<file path="config.mk">
export PLATFORM = sky130hd
export DESIGN_NAME = unsigned_restoring_divider
export DESIGN_NICKNAME = d
export VERILOG_FILES = /design/src/rtl/divu_pkg.sv /design/src/rtl/divu_cell.sv /design/src/rtl/unsigned_restoring_divider.sv
export SDC_FILE = /design/constraint.sdc
export NUM_CORES = 1
export LEC_CHECK = 0
export BUFFER_PORTS_ARGS = -buffer_cell sky130_fd_sc_hd__buf_2
export CAP_MARGIN = 10
export CORE_MARGIN = 8
export CORE_UTILIZATION = 53
export CTS_BUF_LIST = sky130_fd_sc_hd__clkbuf_2
export DETAILED_ROUTE_END_ITERATION = 6
export HOLD_SLACK_MARGIN = 0.12
export MAX_ROUTING_LAYER = met4
export PLACE_DENSITY = 0.77
export SLEW_MARGIN = 40
export SYNTH_ARGS = -nofsm -noshare
export SYNTH_HDL_FRONTEND = slang
export SYNTH_HIERARCHICAL = 1
export SYNTH_SLANG_ARGS = --single-unit
</file>
<file path="constraint.sdc">
create_clock -name clk -period 28.2 [get_ports clk]
set_clock_uncertainty 0.05 [all_clocks]
set_input_delay 5.64 -clock clk [delete_from_list [all_inputs] [get_ports clk]]
set_output_delay 5.64 -clock clk [all_outputs]
set_load 0.02 [all_outputs]
</file>
<file path="src/rtl/divu_pkg.sv">
package divu_pkg;

    localparam int DEFAULT_WIDTH = 64;

    typedef struct packed {
        logic load;
        logic step;
        logic take;
    } cell_ctrl_t;

endpackage

</file>
<file path="src/rtl/divu_cell.sv">
module divu_cell (
    input  logic                clk,
    input  divu_pkg::cell_ctrl_t ctrl,
    input  logic                dividend_bit,
    input  logic                divisor_bit,
    input  logic                rem_in,
    input  logic                quo_in,
    input  logic                borrow_in,
    output logic                borrow_out,
    output logic                rem,
    output logic                quo
);

    logic rem_reg;
    logic rem_next;
    logic quo_reg;
    logic quo_next;
    logic dsor_reg;
    logic dsor_next;
    logic diff;

    // one bit of the trial subtraction of the shifted remainder
    assign diff       = rem_in ^ dsor_reg ^ borrow_in;
    assign borrow_out = (~rem_in & dsor_reg) | (~rem_in & borrow_in) | (dsor_reg & borrow_in);

    always_comb
    begin
        rem_next  = rem_reg;
        quo_next  = quo_reg;
        dsor_next = dsor_reg;
        if (ctrl.load)
        begin
            rem_next  = 1'b0;
            quo_next  = dividend_bit;
            dsor_next = divisor_bit;
        end
        else if (ctrl.step)
        begin
            rem_next = ctrl.take ? diff : rem_in;
            quo_next = quo_in;
        end
    end

    always_ff @(posedge clk)
    begin
        rem_reg  <= rem_next;
        quo_reg  <= quo_next;
        dsor_reg <= dsor_next;
    end

    assign rem = rem_reg;
    assign quo = quo_reg;

endmodule

</file>
<file path="src/rtl/unsigned_restoring_divider.sv">
// channel  dir  fields (low bit up)                     accepted when
// s_*      in   tdata: dividend, divisor                s_tvalid && s_tready
// m_*      out  tdata: quotient, remainder; tuser: dbz  m_tvalid && m_tready
//
// one request steps through the cell row, one quotient bit a cycle, and its result then moves
// into the output register once that register is empty or being read
// the trial subtraction ripples its borrow across the whole row each cycle
// a new request is taken the cycle after the row hands its result on
// a stalled result waits in the output register while the next request runs
// rst_n clears the control state only; the cell row holds no reset
module unsigned_restoring_divider #(
    parameter int WIDTH = divu_pkg::DEFAULT_WIDTH
) (
    input  logic                                clk,
    input  logic                                rst_n,
    input  logic                                s_tvalid,
    output logic                                s_tready,
    input  logic [((2 * WIDTH + 7) / 8) * 8 - 1:0] s_tdata,  // dividend, divisor
    output logic                                m_tvalid,
    input  logic                                m_tready,
    output logic [((2 * WIDTH + 7) / 8) * 8 - 1:0] m_tdata,  // quotient, remainder
    output logic                                m_tuser    // div_by_zero
);

    localparam int BUS_W = ((2 * WIDTH + 7) / 8) * 8;
    localparam int CNT_W = $clog2(WIDTH);

    localparam logic [1:0] ST_IDLE = 2'd0;
    localparam logic [1:0] ST_RUN  = 2'd1;
    localparam logic [1:0] ST_DONE = 2'd2;

    logic [1:0]        state_reg;
    logic [1:0]        state_next;
    logic [CNT_W-1:0]  cnt_reg;
    logic [CNT_W-1:0]  cnt_next;
    logic              dbz_reg;
    logic              dbz_next;
    logic              m_tvalid_reg;
    logic              m_tvalid_next;
    logic [WIDTH-1:0]  quo_out_reg;
    logic [WIDTH-1:0]  quo_out_next;
    logic [WIDTH-1:0]  rem_out_reg;
    logic [WIDTH-1:0]  rem_out_next;
    logic              dbz_out_reg;
    logic              dbz_out_next;

    logic [WIDTH-1:0]  dividend;
    logic [WIDTH-1:0]  divisor;
    logic [WIDTH-1:0]  rem_bits;
    logic [WIDTH-1:0]  quo_bits;
    logic [WIDTH:0]    borrow;
    logic              accept;
    logic              handoff;
    divu_pkg::cell_ctrl_t ctrl;

    assign dividend = s_tdata[WIDTH-1:0];
    assign divisor  = s_tdata[2*WIDTH-1:WIDTH];
    assign s_tready = (state_reg == ST_IDLE);
    assign accept   = s_tvalid && s_tready;
    assign handoff  = (state_reg == ST_DONE) && (!m_tvalid_reg || m_tready);

    assign borrow[0] = 1'b0;
    assign ctrl.load = accept;
    assign ctrl.step = (state_reg == ST_RUN);
    // subtract when the bit shifted out was set or the trial did not borrow
    assign ctrl.take = rem_bits[WIDTH-1] | ~borrow[WIDTH];

    for (genvar i = 0; i < WIDTH; i++)
    begin : g_cell
        logic rem_in;
        logic quo_in;

        if (i == 0)
        begin : g_first
            assign rem_in = quo_bits[WIDTH-1];
            assign quo_in = ctrl.take;
        end
        else
        begin : g_rest
            assign rem_in = rem_bits[i-1];
            assign quo_in = quo_bits[i-1];
        end

        divu_cell u_cell (
            .clk          (clk),
            .ctrl         (ctrl),
            .dividend_bit (dividend[i]),
            .divisor_bit  (divisor[i]),
            .rem_in       (rem_in),
            .quo_in       (quo_in),
            .borrow_in    (borrow[i]),
            .borrow_out   (borrow[i+1]),
            .rem          (rem_bits[i]),
            .quo          (quo_bits[i])
        );
    end

    always_comb
    begin
        state_next    = state_reg;
        cnt_next      = cnt_reg;
        dbz_next      = dbz_reg;
        m_tvalid_next = m_tvalid_reg;
        quo_out_next  = quo_out_reg;
        rem_out_next  = rem_out_reg;
        dbz_out_next  = dbz_out_reg;

        if (m_tvalid_reg && m_tready)
        begin
            m_tvalid_next = 1'b0;
        end

        unique case (state_reg)
            ST_IDLE:
            begin
                if (accept)
                begin
                    state_next = ST_RUN;
                    cnt_next   = '0;
                    dbz_next   = (divisor == '0);
                end
            end
            ST_RUN:
            begin
                cnt_next = cnt_reg + 1'b1;
                if (cnt_reg == CNT_W'(WIDTH - 1))
                begin
                    state_next = ST_DONE;
                end
            end
            ST_DONE:
            begin
                if (handoff)
                begin
                    state_next    = ST_IDLE;
                    m_tvalid_next = 1'b1;
                    quo_out_next  = dbz_reg ? '0 : quo_bits;
                    rem_out_next  = dbz_reg ? '0 : rem_bits;
                    dbz_out_next  = dbz_reg;
                end
            end
            default:
            begin
                state_next = ST_IDLE;
            end
        endcase
    end

    always_ff @(posedge clk or negedge rst_n)
    begin
        if (!rst_n)
        begin
            state_reg    <= ST_IDLE;
            cnt_reg      <= '0;
            dbz_reg      <= 1'b0;
            m_tvalid_reg <= 1'b0;
        end
        else
        begin
            state_reg    <= state_next;
            cnt_reg      <= cnt_next;
            dbz_reg      <= dbz_next;
            m_tvalid_reg <= m_tvalid_next;
        end
    end

    always_ff @(posedge clk)
    begin
        quo_out_reg <= quo_out_next;
        rem_out_reg <= rem_out_next;
        dbz_out_reg <= dbz_out_next;
    end

    assign m_tvalid = m_tvalid_reg;
    assign m_tdata  = BUS_W'({rem_out_reg, quo_out_reg});
    assign m_tuser  = dbz_out_reg;

endmodule

</file>
==> summary.md, run 1 <==
| Metric | Value |
|---|---|
| Met3 Usage GRT | under 10% |
| Min-Delay Path Class | register to register |
| Number of port buffers | 262 |
| Fin. max-slew vios | 0 |
| Synth-to-Final Area Change | 20.6% |
| Vias in the first global route | approximately 10,000 |
| Final setup violation count | 0 |
| Vias | 9,733 |
| Final setup TNS | 0 ps |
| Most common cell on crit path | fa_2 |
| Pin count of the biggest net entering global routing | 165 |
| GPL Wtd Cong | 0.796 |
| WL final | 33,800 um |
| Final Hold Fails | 0 |
| Largest stage delay, worst path | 440 ps |
| Clock Latency Late Sink | 880 ps |
| Minimum clock period | 27,260 ps |
| Grt total ovfl | 0 |
| Num CTS Buffers | 86 |
| Peak VDD IR | roughly 0.058 mV |
| CTS root buf | clkbuf_2 |
| Fraction of layout cells with a size suffix above 1 | about a third |
| RSZ-0062 raised after global routing | false |
| Placed Area | about 0.017 sq mm |
| Synth Register Bits | 331 |
| Gr busiest metal | met2 |
| Pwr Density | 93.4 mW/mm^2 |
| Arrival time at the worst endpoint | 27,940 ps |
| Worst-path clk slew | 100 ps |
| Layout Cells excl Fill | 1,894 |
| First-pass GRT wire length | between 50,000 and 60,000 um |
| TritonCTS Sinks | between 300 and 400 |
| Hold Path Cell Cnt | 2 |
| Reg2Reg Depth | 69 |
| # hold bufs at CTS | 0 |
| CTS tree | yes |
| Max transition margin | between 40 and 50% |
| Crit Path Class | register to register |
| DRC viols | 0 |
| Netlist Area Pre-Place | 0.0149 sq mm |
| Number of stages on the worst setup path | 69 |
| Post-synth net total | 1,283 |
| Slew @ Worst Pin | 765 ps |
| Initial Util | 53.8% |
| Placed instance count | 1,723 |
| Core area | 0.0278 sq mm |
| Most used DFF post-synth | edfxtp_1 |
| Met1 global-route usage | between 20% and 30% |
| CP Max Fanout | 10 |
| Met2 usage | 33.9% |
| Post-route cell area | 0.0180 sq mm |
| Total power | 1680 uW |
| Startpoint types | register |
| Nets@finish | around 1,600 |
| Seq/Total Area, Yosys | 61.9% |
| Die Y | 184 um |
| Period utilization | between 90% and 100% |
| DIE WIDTH | 184 um |
| DP Wirelength | 22,300 um |
| Die area | 0.0338 sq mm |
| DRT antenna net count | 0 |
| Io pins | 263 |
| Post-synth EDFFs | 257 |
| Ys Warns | 6 |
| Pleak | 0.00737 uW |
| Rows | a little over 60 |
| H-tree depth | 3 |
| Largest delay share family, worst path | adder cells |
| Syn Inst Count | 1,086 |
| DRT iter0 DRCs | 485 |
| Initial antenna violation count | 5 |
| CP max stage cell | fa_1 |
| Buffers & Inverters on Critical Path | 2 |
| Wire per inst | 17.9 um |
| Synth async-reset ratio | 3.02% |
| Max Cap Viol | 0 |
| Gr usage total | between 20% and 30% |
| CTS max path bufs | 3 |
| Count of different cell masters after synthesis | 35 |
| Status | completed |
| Max Fclk | 0.0367 GHz |
| Syn_area_per_cell | 13.8 sq um |
| WP data required | 28,870 ps |
| Vias per inst | 5.14 |
| Crit. End Element | register |
| First-pass iteration count of the detailed router | 6 |
## per-layer routing
metal / part of all wire (%) / wire (um)
met2: 52 / 17600
met5: 0 / 0
met3: 5.5 / 1860
met1: 39 / 13300
met4: 3.0 / 1010
## cell type report
type                       count  area, sq um
multi-input combinational    637         5430
inverter                     105          412
tap                          378          473
sequential                   331         9250
timing repair buffer         279         1610
fill                        2162         9750
clock inverter                21          151
clock buffer                 138          691
antenna                        5         12.5
## placed cells by master, fill, tap and decap left out, types with 3 or more instances in the layout
| cell type | netlist | final |
|---|---|---|
| a311oi_1 | 26 | 24 |
| edfxtp_1 | 257 | 257 |
| nand2b_4 | 0 | 3 |
| dfxtp_1 | 64 | 64 |
| fa_1 | 64 | 29 |
| nand2b_1 | 55 | 53 |
| and2_1 | 38 | 38 |
| or2_1 | 38 | 38 |
| mux2_1 | 38 | 38 |
| nor2b_1 | 129 | 128 |
| nor4_1 | 15 | 15 |
| o41ai_1 | 38 | 33 |
| dfrtp_1 | 10 | 9 |
| o41ai_2 | 0 | 5 |
| mux2_2 | 27 | 27 |
| o21ai_0 | 4 | 4 |
| or2_2 | 26 | 26 |
| or3b_1 | 38 | 38 |
| buf_2 | 0 | 262 |
| clkinv_1 | 0 | 12 |
| buf_12 | 0 | 3 |
| diode_2 | 0 | 5 |
| nand3_1 | 4 | 4 |
| buf_4 | 0 | 6 |
| clkbuf_2 | 0 | 138 |
| nor2_1 | 68 | 68 |
| nand2_1 | 10 | 10 |
| fa_2 | 0 | 35 |
| inv_1 | 105 | 103 |
| bufbuf_16 | 0 | 4 |
| buf_6 | 0 | 3 |
| nand4_1 | 5 | 5 |
## power by group
| part | internal (uW) | leakage [uW] | total [uW] | switching, uW |
|---|---|---|---|---|
| clock | 148 | 0.000646 | 344 | 195 |
| combinational | 320 | 0.00369 | 580 | 260 |
| sequential | 683 | 0.00303 | 760 | 76.8 |
| total | 1150 | 0.00737 | 1680 | 532 |
## synth_stat cells (all sizes together) (4+ instances only)
master	instances	share of area [%]
dfxtp	64	8.6
o21ai	5	0.17
a311oi	26	1.5
dfrtp	10	1.7
clkbuf	14	0.35
or3b	38	2.2
mux2	65	4.9
nand2b	55	2.3
o41ai	38	2.2
and2	38	1.6
nor2	68	1.7
fa	64	8.6
nand2	10	0.25
or2	64	2.7
edfxtp	257	52
inv	105	2.6
nor2b	129	5.4
nand4	5	0.21
nor4	16	0.71
nand3	4	0.13
## metrics by stage
stage                     setup slack, ps  hold WS (ps)  util, %
final                                 935           425     64.9
after global routing                 43.4           435     64.9
after CTS                            4.86           392     64.5
after detailed placement             -590           460     60.7
after global placement              -71.3           429     60.7
after floorplan                      7.24           407        -
## final timing paths
check                                              startpoint                                 end  slack, ps
max reg2reg                   g_cell[63].u_cell/quo$_DFFE_PP_  g_cell[51].u_cell/rem$_SDFFE_PP0P_        940
min                        g_cell[45].u_cell/rem$_SDFFE_PP0P_  g_cell[46].u_cell/rem$_SDFFE_PP0P_        430
min reg2reg                g_cell[45].u_cell/rem$_SDFFE_PP0P_  g_cell[46].u_cell/rem$_SDFFE_PP0P_        430
min in group asynchronous                               rst_n              cnt_reg[2]$_DFFE_PN0P_       4620
max in group asynchronous                               rst_n            state_reg[0]$_DFFE_PN0P_      23240
max                           g_cell[63].u_cell/quo$_DFFE_PP_  g_cell[51].u_cell/rem$_SDFFE_PP0P_        940
## worst min-delay path: stages, from the launching register on
cell      delay (ps)
dfxtp_1          340
nand2b_1          70
a311oi_1          80
## kinds of logic (layout without fill, tap and decap cells)
family	Yosys count	after routing	synth area share, %
AND/OR/NAND/NOR	430	431	17.3
flip-flops	331	331	61.9
buffers and inverters	119	543	2.99
AO/OA/AOI/OAI	74	74	4.18
adder cells (fa/ha/maj)	65	65	8.65
multiplexers	65	65	4.90
other	1	6	0.0251
XOR/XNOR	1	1	0.0586
## timing repair
action,in CTS,in global routing
endpoints found under the setup margin,65,65
pin swaps,0,1
gates cloned,6,0
setup buffers,0,1
resized for setup,13,23
(Power assumes the default switching activity.)
==> run 2, diff against run 1 <==
--- a/config.mk
+++ b/config.mk
@@ -8,4 +8,5 @@
 export BUFFER_PORTS_ARGS = -buffer_cell sky130_fd_sc_hd__buf_2
 export CAP_MARGIN = 10
+export CORE_ASPECT_RATIO = 2
 export CORE_MARGIN = 8
 export CORE_UTILIZATION = 53
@@ -14,5 +15,5 @@
 export HOLD_SLACK_MARGIN = 0.12
 export MAX_ROUTING_LAYER = met4
-export PLACE_DENSITY = 0.77
+export PLACE_DENSITY_LB_ADDON = 0.15
 export SLEW_MARGIN = 40
 export SYNTH_ARGS = -nofsm -noshare
==> constraint.sdc (replaced) <==
create_clock -name clk -period 28.2 [get_ports clk]
set_clock_uncertainty 0.05 [all_clocks]
set_input_delay 0 -clock clk [delete_from_list [all_inputs] [get_ports clk]]
set_output_delay 0 -clock clk [all_outputs]
set_load 0.02 [all_outputs]
==> run 2 against run 1 <==
Via count is 13% higher. Power is 2.8% higher. Combinational power is 16% higher. Hold slack worse by 150 ps. Clock power is 14% lower.
==> summary.md, run 2 (synthesis gave the netlist of run 1 again) <==
| Metric | Value |
|---|---|
| Vias in the first global route | 11,900 |
| Reg2reg start | g_cell[63].u_cell/quo$_DFFE_PP_ |
| Wire per inst | 17.9 um |
| Reg2Reg Depth | 70 |
| Nets@finish | 1,944 |
| First-pass GRT wire length | 61,600 um |
| H-tree depth | 3 |
| Die Y | approximately 250 um |
| Max transition margin | 47.5% |
| Worst Hold Launch | s_tdata[102] |
| Period utilization | 96.7% |
| Most common cell on crit path | fa_2 |
| Pleak | between 0.008 and 0.009 uW |
| CTS root buf | clkbuf_2 |
| Final-layout fill cell count | 1,787 |
| DP Wirelength | 21,600 um |
| Worst R2R Setup Slack | approximately 900 ps |
| Largest stage delay, worst path | 440 ps |
| Commonest non-fill, non-tap cells in the layout | dlygate4sd3_1 (316), buf_2 (262), edfxtp_1 (257) |
| Fin. max-slew vios | 0 |
| Hold_ws | 278 ps |
| CTS max path bufs | 3 |
| CP max stage cell | fa_1 |
| Worst Hold End | g_cell[38].u_cell/dsor_reg$_DFFE_PP_ |
| Minimum clock period | 27,280 ps |
| Num CTS Buffers | 74 |
| Crit Path Class | register to register |
| Max Cap Viol | 0 |
| Area of the multi-input gates | 0.00539 sq mm |
| Final setup TNS | 0 ps |
| Io pins | roughly 260 |
| CTS tree | yes |
| Max Fclk | roughly 0.037 GHz |
| Peak VDD IR | 0.0518 mV |
| Post-route cell area | 0.0210 sq mm |
| Initial antenna violation count | 4 |
| Min-Delay Path Class | input port to register |
| Pin count of the biggest net entering global routing | 154 |
| Hold Path Cell Cnt | 3 |
| Final setup violation count | 0 |
| Number of port buffers | 262 |
| Vias | 11,000 |
| Core area | 0.0280 sq mm |
| Gr usage total | 23.5% |
| Crit. End Element | register |
| Startpoint types | register |
| DRC viols | 0 |
| WL final | roughly 39,000 um |
| Status | completed |
| Initial Util | 53.4% |
| Arrival time at the worst endpoint | 28,070 ps |
| Clock Latency Late Sink | 940 ps |
| Largest delay share family, worst path | adder cells |
| Fraction of layout cells with a size suffix above 1 | 27.7% |
| Vias per inst | between 5 and 6 |
| Buffers & Inverters on Critical Path | 3 |
| R2R Path End | g_cell[33].u_cell/rem$_SDFFE_PP0P_ |
| WP data required | slightly below 30,000 ps |
| DRT iter0 DRCs | 483 |
| Worst-path clk slew | 150 ps |
| DRT antenna net count | 0 |
| Final core occ | 75.0% |
| TritonCTS Sinks | 331 |
| Rows | 87 |
| Die area | 0.0342 sq mm |
| First-pass iteration count of the detailed router | 5 |
| GPL Wtd Cong | slightly below 0.8 |
| Pwr Density | 82.5 mW/mm^2 |
| Synth-to-Final Area Change | 40.4% |
| Slew @ Worst Pin | 788 ps |
| Final Hold Fails | 0 |
| Grt total ovfl | 0 |
| DIE WIDTH | 135 um |
| Most common cell after layout, fill and taps aside | dlygate4sd3_1 |
| CP Max Fanout | 11 |
| FF+latch area | 0.00925 sq mm |
| Placed Area | around 0.017 sq mm |
-- run 2: cell types whose count changed in the layout (fill, tap and decap cells not counted), moves of 3 or more --
| cell | before | now |
|---|---|---|
| o41ai_2 | 5 | 2 |
| bufbuf_16 | 4 | 0 |
| clkbuf_2 | 138 | 111 |
| clkinv_2 | 1 | 8 |
| buf_4 | 6 | 9 |
| dlygate4sd3_1 | 0 | 316 |
| buf_16 | 1 | 5 |
| diode_2 | 5 | 8 |
| o41ai_1 | 33 | 36 |
| buf_12 | 3 | 6 |
| clkinv_1 | 12 | 15 |
-- run 2: layer usage --
metal / global-route usage (%) / vias to the layer above / wire (um)
li1: - / 5181 / -
met1: 26.1 / 5345 / 14700
met2: 39.4 / 381 / 20300
met3: 5.68 / 88 / 2530
met4: 10.3 / 0 / 1270
met5: - / - / 0
-- run 2: worst max path at each step --
stage,from,end,slack [ps],cells past startpoint
after floorplan,g_cell[63].u_cell/quo$_DFFE_PP_,g_cell[35].u_cell/rem$_SDFFE_PP0P_,7,68
after global placement,g_cell[63].u_cell/quo$_DFFE_PP_,g_cell[0].u_cell/rem$_SDFFE_PP0P_,-170,69
after detailed placement,g_cell[63].u_cell/quo$_DFFE_PP_,g_cell[10].u_cell/rem$_SDFFE_PP0P_,-560,69
after CTS,g_cell[63].u_cell/quo$_DFFE_PP_,g_cell[32].u_cell/rem$_SDFFE_PP0P_,20,70
after global routing,g_cell[63].u_cell/quo$_DFFE_PP_,g_cell[37].u_cell/rem$_SDFFE_PP0P_,-7,70
final,g_cell[63].u_cell/quo$_DFFE_PP_,g_cell[33].u_cell/rem$_SDFFE_PP0P_,920,70
-- run 2: layout make-up --
class	count	area share, %
repair buffers	599	22.9
well taps	356	2.12
clock inverters	24	0.477
multi-input cells	636	25.7
inverters	105	1.96
flip-flops and latches	331	44.1
diodes	8	0.0954
clock buffers	111	2.65
-- run 2: power by group --
group          internal, uW  switching (uW)  total [uW]  leakage, uW
combinational           385             285         670      0.00495
clock                   106             192         297     0.000520
sequential              683            80.4         764      0.00303
total                  1170             557        1730      0.00850
-- run 2: timing repair --
item | in CTS | in global routing
cloned | 4 | 0
resized for setup | 18 | 17
buffers inserted | 5 | 1
hold buffers | 316 | 0
setup endpoints to repair | 65 | 65
endpoints found under the hold margin | 242 | 0
-- run 2: per-stage QoR --
stage | setup WS (ps) | cells | power (uW)
finish | 917 | 2170 | 1730
global route | -7.30 | 2167 | 1860
CTS | 21.1 | 2161 | 1710
detailed placement | -555 | 1701 | 1290
global placement | -174 | 1700 | 1260
floorplan | 7.24 | 1086 | 1160
-- run 2: worst reg2reg max path: cells and delay by family (launching register included) --
family	cells	cell delay, ps
AO/OA/AOI/OAI	1	340
adder cells (fa/ha/maj)	64	25860
buffers and inverters	3	340
flip-flops	1	370
AND/OR/NAND/NOR	2	250
